**config.mk**
```make
export PLATFORM = sky130hd
export DESIGN_NAME = limit_switch_axis_homing_top_flat
export DESIGN_NICKNAME = d
export VERILOG_FILES = /design/src/rtl/core/lsah_pkg.sv /design/src/rtl/core/lsah_in_if.sv /design/src/rtl/core/lsah_out_if.sv /design/src/rtl/core/lsah_cfg_if.sv /design/src/rtl/core/lsah_step.sv /design/src/rtl/core/limit_switch_axis_homing_top.sv /design/src/flat_wrapper.sv
export SDC_FILE = /design/constraint.sdc
export NUM_CORES = 1
export LEC_CHECK = 0
export BUFFER_PORTS_ARGS = -buffer_cell sky130_fd_sc_hd__buf_2
export CAP_MARGIN = 15
export CORE_ASPECT_RATIO = 1.25
export CORE_MARGIN = 5
export CORE_UTILIZATION = 28
export CTS_BUF_LIST = sky130_fd_sc_hd__clkbuf_4 sky130_fd_sc_hd__clkbuf_8
export DETAILED_ROUTE_END_ITERATION = 10
export GPL_TIMING_DRIVEN = 0
export HOLD_SLACK_MARGIN = 0.15
export PLACE_DENSITY = 0.48
export SLEW_MARGIN = 20
export SYNTH_ARGS = -nofsm -noshare
export SYNTH_HDL_FRONTEND = slang
export SYNTH_SLANG_ARGS = --single-unit
```
**constraint.sdc**
```tcl
create_clock -name clk -period 6.8 [get_ports clk]
set_input_delay 0.34 -clock clk [delete_from_list [all_inputs] [get_ports clk]]
set_output_delay 0.34 -clock clk [all_outputs]
set_load 0.05 [all_outputs]
```
**src/rtl/core/lsah_pkg.sv**
```systemverilog
// Shared types, constants and register codes for the axis homing block.
package lsah_pkg;

  localparam int unsigned SPEED_W = 15;
  localparam int unsigned TOL_W   = 8;
  localparam int unsigned POS_W   = 16;
  localparam int unsigned CFG_W   = 15;

  localparam logic [SPEED_W-1:0] DRIVE_SPEED_RST = 15'd500;
  localparam logic [TOL_W-1:0]   HOME_TOL_RST    = 8'd5;

  typedef enum logic [0:0] {
    CFG_DRIVE_SPEED = 1'b0,
    CFG_HOME_TOL    = 1'b1
  } cfg_reg_t;

  localparam logic OP_LIMIT    = 1'b0;
  localparam logic OP_POSITION = 1'b1;
  localparam logic SIDE_FWD    = 1'b0;
  localparam logic SIDE_REAR   = 1'b1;

  typedef struct packed {
    logic                    awaiting_first;
    logic                    forward_seen;
    logic                    rear_seen;
    logic signed [POS_W-1:0] last_position;
    logic signed [POS_W-1:0] max_position;
    logic signed [POS_W-1:0] min_position;
    logic signed [POS_W-1:0] mid_position;
    logic signed [POS_W-1:0] current_speed;
    logic                    finished;
  } axis_state_t;

  typedef struct packed {
    logic signed [POS_W-1:0] speed_cmd;
    logic                    mode_pulse;
    logic                    calibrated;
    logic signed [POS_W-1:0] setpoint;
    logic signed [POS_W-1:0] range_min;
    logic signed [POS_W-1:0] range_max;
    logic                    homing_done;
  } axis_result_t;

  typedef struct packed {
    logic [SPEED_W-1:0] drive_speed;
    logic [TOL_W-1:0]   home_tolerance;
  } axis_cfg_t;

endpackage

```
**src/rtl/core/lsah_in_if.sv**
```systemverilog
// Input channel: limit events and position reports.
interface lsah_in_if;
  logic                                      valid;
  logic                                      ready;
  logic                                      op;
  logic                                      limit_side;
  logic signed [lsah_pkg::POS_W-1:0]         position;

  modport source (output valid, output op, output limit_side, output position, input ready);
  modport sink   (input valid, input op, input limit_side, input position, output ready);
endinterface

```
**src/rtl/core/lsah_out_if.sv**
```systemverilog
// Result channel: speed command, calibration and homing status.
interface lsah_out_if;
  logic                              valid;
  logic                              ready;
  logic signed [lsah_pkg::POS_W-1:0] speed_cmd;
  logic                              mode_pulse;
  logic                              calibrated;
  logic signed [lsah_pkg::POS_W-1:0] setpoint;
  logic signed [lsah_pkg::POS_W-1:0] range_min;
  logic signed [lsah_pkg::POS_W-1:0] range_max;
  logic                              homing_done;

  modport source (output valid, output speed_cmd, output mode_pulse, output calibrated,
                  output setpoint, output range_min, output range_max,
                  output homing_done, input ready);
  modport sink   (input valid, input speed_cmd, input mode_pulse, input calibrated,
                  input setpoint, input range_min, input range_max,
                  input homing_done, output ready);
endinterface

```
**src/rtl/core/lsah_cfg_if.sv**
```systemverilog
// Configuration write channel: register index and write data.
interface lsah_cfg_if;
  logic                         valid;
  logic                         ready;
  lsah_pkg::cfg_reg_t           index;
  logic [lsah_pkg::CFG_W-1:0]   data;

  modport source (output valid, output index, output data, input ready);
  modport sink   (input valid, input index, input data, output ready);
endinterface

```
**src/rtl/core/lsah_step.sv**
```systemverilog
// Next-state and result logic for one homing transaction.
module lsah_step (
  input  lsah_pkg::axis_state_t              st,
  input  lsah_pkg::axis_cfg_t                cfg,
  input  logic                               op,
  input  logic                               limit_side,
  input  logic signed [lsah_pkg::POS_W-1:0]  position,
  output lsah_pkg::axis_state_t              st_nxt,
  output lsah_pkg::axis_result_t             res
);

  logic signed [lsah_pkg::POS_W-1:0] spd_pos;
  logic signed [lsah_pkg::POS_W-1:0] spd_neg;

  assign spd_pos = {1'b0, cfg.drive_speed};
  assign spd_neg = -spd_pos;

  always_comb begin
    logic [lsah_pkg::POS_W:0]   sum;
    logic [lsah_pkg::POS_W:0]   sum_adj;
    logic [lsah_pkg::POS_W:0]   diff;
    logic [lsah_pkg::POS_W:0]   offset;
    logic [lsah_pkg::POS_W:0]   offset_abs;
    logic                       mode;
    logic                       cal;
    logic                       done;
    st_nxt     = st;
    mode       = 1'b0;
    cal        = 1'b0;
    done       = 1'b0;
    sum        = '0;
    sum_adj    = '0;
    diff       = '0;
    offset     = '0;
    offset_abs = '0;
    if (!st.finished) begin
      if (op == lsah_pkg::OP_LIMIT) begin
        if (st.awaiting_first) begin
          st_nxt.current_speed  = (limit_side == lsah_pkg::SIDE_FWD) ? spd_pos : spd_neg;
          st_nxt.awaiting_first = 1'b0;
          mode                  = 1'b1;
        end else if (limit_side == lsah_pkg::SIDE_FWD && !st.forward_seen) begin
          st_nxt.forward_seen  = 1'b1;
          st_nxt.current_speed = spd_neg;
          st_nxt.max_position  = st.last_position;
          mode                 = 1'b1;
        end else if (limit_side == lsah_pkg::SIDE_REAR && !st.rear_seen) begin
          st_nxt.rear_seen     = 1'b1;
          st_nxt.current_speed = spd_pos;
          st_nxt.min_position  = st.last_position;
          mode                 = 1'b1;
        end
        if (st_nxt.forward_seen && st_nxt.rear_seen) begin
          // halve with truncation toward zero: bias negative sums by one
          sum     = {st_nxt.max_position[lsah_pkg::POS_W-1], st_nxt.max_position}
                  + {st_nxt.min_position[lsah_pkg::POS_W-1], st_nxt.min_position};
          sum_adj = sum + {{lsah_pkg::POS_W{1'b0}}, sum[lsah_pkg::POS_W]};
          st_nxt.mid_position = sum_adj[lsah_pkg::POS_W:1];
          diff    = {st_nxt.mid_position[lsah_pkg::POS_W-1], st_nxt.mid_position}
                  - {st.last_position[lsah_pkg::POS_W-1], st.last_position};
          st_nxt.current_speed = diff[lsah_pkg::POS_W] ? spd_neg : spd_pos;
          cal = 1'b1;
        end
      end else begin
        st_nxt.last_position = position;
        if (st.forward_seen && st.rear_seen) begin
          offset     = {position[lsah_pkg::POS_W-1], position}
                     - {st.mid_position[lsah_pkg::POS_W-1], st.mid_position};
          offset_abs = offset[lsah_pkg::POS_W] ? -offset : offset;
          if (offset_abs < {{(lsah_pkg::POS_W+1-lsah_pkg::TOL_W){1'b0}}, cfg.home_tolerance})
          begin
            mode                 = 1'b1;
            done                 = 1'b1;
            st_nxt.current_speed = '0;
            st_nxt.finished      = 1'b1;
          end
        end
      end
    end
    res.speed_cmd   = st_nxt.current_speed;
    res.mode_pulse  = mode;
    res.calibrated  = cal;
    res.setpoint    = cal ? st_nxt.mid_position : '0;
    res.range_min   = cal ? st_nxt.min_position : '0;
    res.range_max   = cal ? st_nxt.max_position : '0;
    res.homing_done = done;
  end

endmodule

```
**src/rtl/core/limit_switch_axis_homing_top.sv**
```systemverilog
// Top level: limit-switch calibration and homing of a linear axis.
// Latency: a result is valid the cycle after its input transaction is accepted.
// Throughput: one transaction per cycle unless the output stalls; the output register frees as it drains.
// Input ready drops only while the output register holds a result not yet taken.
// Reset (synchronous, rst_n low): state to awaiting first switch, speed 0,
// drive_speed 500, home_tolerance 5, output empty.
module limit_switch_axis_homing_top (
  input  logic              clk,
  input  logic              rst_n,
  lsah_in_if.sink           in_if,
  lsah_out_if.source        out_if,
  lsah_cfg_if.sink          cfg_if
);

  lsah_pkg::axis_state_t  st_r;
  lsah_pkg::axis_state_t  st_nxt;
  lsah_pkg::axis_cfg_t    cfg_r;
  lsah_pkg::axis_result_t res;
  lsah_pkg::axis_result_t res_r;
  logic                   out_valid_r;
  logic                   in_fire;

  assign in_if.ready  = !out_valid_r || out_if.ready;
  assign in_fire      = in_if.valid && in_if.ready;
  assign cfg_if.ready = 1'b1;

  lsah_step u_step (
    .st         (st_r),
    .cfg        (cfg_r),
    .op         (in_if.op),
    .limit_side (in_if.limit_side),
    .position   (in_if.position),
    .st_nxt     (st_nxt),
    .res        (res)
  );

  always_ff @(posedge clk) begin
    if (!rst_n) begin
      cfg_r.drive_speed    <= lsah_pkg::DRIVE_SPEED_RST;
      cfg_r.home_tolerance <= lsah_pkg::HOME_TOL_RST;
    end else if (cfg_if.valid) begin
      unique case (cfg_if.index)
        lsah_pkg::CFG_DRIVE_SPEED: cfg_r.drive_speed    <= cfg_if.data[lsah_pkg::SPEED_W-1:0];
        lsah_pkg::CFG_HOME_TOL:    cfg_r.home_tolerance <= cfg_if.data[lsah_pkg::TOL_W-1:0];
      endcase
    end
  end

  always_ff @(posedge clk) begin
    if (!rst_n) begin
      st_r.awaiting_first <= 1'b1;
      st_r.forward_seen   <= 1'b0;
      st_r.rear_seen      <= 1'b0;
      st_r.last_position  <= '0;
      st_r.max_position   <= '0;
      st_r.min_position   <= '0;
      st_r.mid_position   <= '0;
      st_r.current_speed  <= '0;
      st_r.finished       <= 1'b0;
      out_valid_r         <= 1'b0;
    end else begin
      if (in_fire) begin
        st_r        <= st_nxt;
        out_valid_r <= 1'b1;
      end else if (out_if.ready) begin
        out_valid_r <= 1'b0;
      end
    end
  end

  // payload register: load on accept, hold otherwise
  always_ff @(posedge clk) begin
    if (in_fire) begin
      res_r <= res;
    end
  end

  assign out_if.valid       = out_valid_r;
  assign out_if.speed_cmd   = res_r.speed_cmd;
  assign out_if.mode_pulse  = res_r.mode_pulse;
  assign out_if.calibrated  = res_r.calibrated;
  assign out_if.setpoint    = res_r.setpoint;
  assign out_if.range_min   = res_r.range_min;
  assign out_if.range_max   = res_r.range_max;
  assign out_if.homing_done = res_r.homing_done;

endmodule

```
**src/flat_wrapper.sv**
```systemverilog
// flat-port wrapper written by rule: the top's interface ports become plain ports
module limit_switch_axis_homing_top_flat 
  (clk, rst_n, in_if_valid, in_if_op, in_if_limit_side, in_if_position, in_if_ready, out_if_valid, out_if_speed_cmd, out_if_mode_pulse, out_if_calibrated, out_if_setpoint, out_if_range_min, out_if_range_max, out_if_homing_done, out_if_ready, cfg_if_valid, cfg_if_index, cfg_if_data, cfg_if_ready);
  lsah_in_if in_if_i ();
  lsah_out_if out_if_i ();
  lsah_cfg_if cfg_if_i ();
  input  logic clk;
  input  logic rst_n;
  input wire logic [$bits(in_if_i.valid)-1:0] in_if_valid;
  input wire logic [$bits(in_if_i.op)-1:0] in_if_op;
  input wire logic [$bits(in_if_i.limit_side)-1:0] in_if_limit_side;
  input wire logic [$bits(in_if_i.position)-1:0] in_if_position;
  output wire logic [$bits(in_if_i.ready)-1:0] in_if_ready;
  output wire logic [$bits(out_if_i.valid)-1:0] out_if_valid;
  output wire logic [$bits(out_if_i.speed_cmd)-1:0] out_if_speed_cmd;
  output wire logic [$bits(out_if_i.mode_pulse)-1:0] out_if_mode_pulse;
  output wire logic [$bits(out_if_i.calibrated)-1:0] out_if_calibrated;
  output wire logic [$bits(out_if_i.setpoint)-1:0] out_if_setpoint;
  output wire logic [$bits(out_if_i.range_min)-1:0] out_if_range_min;
  output wire logic [$bits(out_if_i.range_max)-1:0] out_if_range_max;
  output wire logic [$bits(out_if_i.homing_done)-1:0] out_if_homing_done;
  input wire logic [$bits(out_if_i.ready)-1:0] out_if_ready;
  input wire logic [$bits(cfg_if_i.valid)-1:0] cfg_if_valid;
  input wire logic [$bits(cfg_if_i.index)-1:0] cfg_if_index;
  input wire logic [$bits(cfg_if_i.data)-1:0] cfg_if_data;
  output wire logic [$bits(cfg_if_i.ready)-1:0] cfg_if_ready;
  assign in_if_i.valid = in_if_valid;
  assign in_if_i.op = in_if_op;
  assign in_if_i.limit_side = in_if_limit_side;
  assign in_if_i.position = in_if_position;
  assign in_if_ready = in_if_i.ready;
  assign out_if_valid = out_if_i.valid;
  assign out_if_speed_cmd = out_if_i.speed_cmd;
  assign out_if_mode_pulse = out_if_i.mode_pulse;
  assign out_if_calibrated = out_if_i.calibrated;
  assign out_if_setpoint = out_if_i.setpoint;
  assign out_if_range_min = out_if_i.range_min;
  assign out_if_range_max = out_if_i.range_max;
  assign out_if_homing_done = out_if_i.homing_done;
  assign out_if_i.ready = out_if_ready;
  assign cfg_if_i.valid = cfg_if_valid;
  assign cfg_if_i.index = cfg_if_index;
  assign cfg_if_i.data = cfg_if_data;
  assign cfg_if_ready = cfg_if_i.ready;
  limit_switch_axis_homing_top u_core (.clk(clk), .rst_n(rst_n), .in_if(in_if_i), .out_if(out_if_i), .cfg_if(cfg_if_i));
endmodule
```
==> reports/results.tsv <==
metric	value	unit
mux contribution to synthesized area	3.58	%
drt pass-1 iters	7	
total number of vias	9774	
Die ar.	0.0431	sq mm
Worst Setup Path Type	register to register	
Inserted Diodes	0	
Least-Margin Pin Slew	0.771	ns
MaxCap Viol Count	0	
P_sw	0.000912	W
Worst Clk Skew	0.0250	ns
switching part of the total	33.8	%
# rows	81	
syn_area_per_cell	8.47	sq um
Syn Inst Count	1291	
P_leak	5.86	nW
crit path DAT	6.90	ns
share of layout cells above drive strength 1	13.9	%
Core ar.	0.0389	sq mm
combinational power share	27.2	%
antenna violations before repair	1	
CTS Sinks	175	
post-synth net total	1389	
RSZ-0062 raised after global routing	true	
CP startpoint kind	register	
largest family of logic cells by synthesized area	compound AO/OA/AOI/OAI gates	
Synth Area in Simple Gates	19.0	%
Total Routing Usage GR	15.8	%
P per Cell Area	204	mW/mm^2
YS warnings	0	
final wirelength	34700	microns
largest net degree at the start of global routing	47	
most common cell after layout, fill and taps aside	nand2_1	
worst-path fanout max	7	
Compound-Gate Fraction of Synth Area	21.6	%
Final #Nets	1561	
post-DR wirelength/cell	17.6	microns
first-pass GRT wire length	54300	microns
dominant cell type by area after synthesis	dfxtp_1	
XOR/XNOR Fraction of Synth Area	4.80	%
Clk pwr share	29.2	%
PortBufs	105	
Final Util	33.9	%
post-route minimum period	6.52	ns
Fin Hold WS	0.190	ns
GRT Residual Overflow	0	
drt drc	0	
critical path's most frequent cell	buf_4	
worst hold-check path type	primary input to register	
Layout area overhead	20.5	%
Worst Path Required	7.18	ns
max-slew violation count	0	
EDFF count, synth	67	
Antenna Nets Post-Route	0	
register area share after synthesis	38.2	%
H-tree depth	4	
CTS Buf Count	17	
initial core utilization	28.1	%
largest cells by area after synthesis	dfxtp_1 (20%), edfxtp_1 (18%), nand2_1 (7.5%), ha_1 (6.5%), o211a_1 (3.7%)	
root buffer cell	clkbuf_8	
endpoints failing setup	0	
Ports	109	
asr flop ratio synth	0	%
vias in the first global route	9670	
Die Wd	187	microns
critical path's slowest cell	fa_1	
Peak VDD IR	0.113	mV
clock buffer depth	2	
highest-count cells in the layout ignoring fill and taps	nand2_1 (217), buf_2 (108), dfxtp_1 (107)	
Yosys top cell area share	19.8	%
Largest stage delay, worst path	0.40	ns
Final Cell Area	0.0132	sq mm
Slew headroom	48.0	%
Max Freq	153	MHz
Netlist cell types	75	
Mapped Area	0.0109	sq mm
FF+latch count, synth	175	
Synth Flop Type	dfxtp_1	
vias per std cell	4.95	
Clock Latency Late Sink	0.48	ns
Fin. Hold Viols	0	
critical path endpoint category	register	
Post-DP Area	0.0121	sq mm
Die Y	231	microns
Final period util	95.8	%
post-DP HPWL	26700	microns
adder-cell area share of the yosys netlist	6.89	%
RD Place Congestion	0.924	
TritonCTS clock tree	built	
Seq pwr share	43.6	%
status	complete, no violations	
Clk pin slew, worst setup/hold paths	0.11	ns
initial drt markers	687	
Int Pwr	0.00178	W
==> sequential cells by signal (all words and copies together), names as in the netlist <==
name and cells:
u_core.out_if.range_min 16, u_core.out_if.speed_cmd 16, u_core.out_if.range_max 16, u_core.out_if.setpoint 16, u_core.st_r 84, u_core.out_if.valid 1
u_core.cfg_r 23, u_core.out_if.homing_done 1, u_core.out_if.calibrated 1, u_core.out_if.mode_pulse 1
==> layer usage <==
layer / routed length, microns / vias to the layer above / GRT usage, %
li1: - / 4867 / -
met1: 14900 / 4666 / 18.7
met2: 17900 / 195 / 29.3
met3: 1090 / 46 / 2.37
met4: 874 / 0 / 4.97
met5: 0 / - / 0
==> synthesized netlist by cell type, types with 4 or more instances <==
master,instances
nand2b_1,14
nor2b_1,11
a221oi_1,14
a31oi_1,7
clkbuf_1,65
a22oi_1,9
o21ai_1,17
o211a_1,40
nor2_1,101
o31ai_1,5
ha_1,57
nor3_1,29
a21boi_1,16
edfxtp_1,67
nor4_1,9
dfxtp_1,108
and3_1,11
xor2_1,32
nand3_1,25
buf_1,5
a21o_1,33
xnor2_1,28
a222oi_1,4
nand2_1,218
and2_1,10
o21ai_0,48
or3_1,15
o31a_1,4
a21oi_1,44
mux2i_1,38
nand4_1,4
inv_1,94
a21boi_0,34
o21a_1,6
==> worst max-delay path: cells and delay by family (launching register included) <==
family	cells	cell delay [ns]
XOR/XNOR	1	0.30
buffers and inverters	11	1.21
adder cells (fa/ha/maj)	3	0.91
AO/OA/AOI/OAI	12	2.05
flip-flops	1	0.38
multiplexers	1	0.28
AND/OR/NAND/NOR	8	1.29
==> power by group through the flow <==
stage / sequential, W / combinational [W] / clock (W)
2_1_floorplan: 0.00127 / 0.000417 / 0
3_3_place_gp: 0.00120 / 0.000666 / 0
3_5_place_dp: 0.00120 / 0.000676 / 0
4_1_cts: 0.00118 / 0.000725 / 0.000809
5_1_grt: 0.00118 / 0.000806 / 0.000853
6_report: 0.00118 / 0.000732 / 0.000786
==> cell type report <==
class / count / area, sq um
Buffer: 73 / 327
Clock buffer: 19 / 249
Clock inverter: 12 / 161
Fill cell: 4164 / 25700
Inverter: 95 / 357
Multi-Input combinational cell: 946 / 6290
Sequential cell: 175 / 4180
Tap cell: 498 / 623
Timing Repair Buffer: 155 / 998
==> final timing paths <==
path / from / end / slack (ns) / depth (start not counted)
hold reg to reg: u_core.st_r[32] / u_core.st_r[32] / 0.46 / 2
setup reg to reg: u_core.st_r[81] / u_core.st_r[2] / 0.28 / 36
hold / removal: in_if_position[15] / u_core.st_r[80] / 0.19 / 3
setup / recovery: u_core.st_r[81] / u_core.st_r[2] / 0.28 / 36
==> logic make-up after synthesis <==
| kind of cell | after synthesis |
|---|---|
| and+or+nand+nor | 465 |
| AOI/OAI and AO/OA | 322 |
| DFF | 175 |
| buffers and inverters | 170 |
| xor gates and xnor gates | 60 |
| adders and majority gates | 59 |
| muxes | 39 |
| other | 1 |
==> repair_timing <==
action | in CTS | in global routing
buffers inserted | 14 | 4
endpoints found under the hold margin | 39 | 0
endpoints found under the setup margin | 30 | 30
hold buffers | 31 | 0
pin swaps | 6 | 8
resized for setup | 35 | 18
==> metrics by stage <==
step | TNS (ns) | worst slack (ns) | total power [W] | std cells
6_report | 0 | 0.282 | 0.00269 | 1973
5_1_grt | -0.0560 | -0.0461 | 0.00284 | 1973
4_1_cts | 0 | 0.0341 | 0.00271 | 1969
3_5_place_dp | -53.41 | -2.05 | 0.00187 | 1895
3_3_place_gp | -54.74 | -2.15 | 0.00187 | 1894
2_1_floorplan | 0 | 0.117 | 0.00169 | 1291
(Power assumes the default switching activity.)
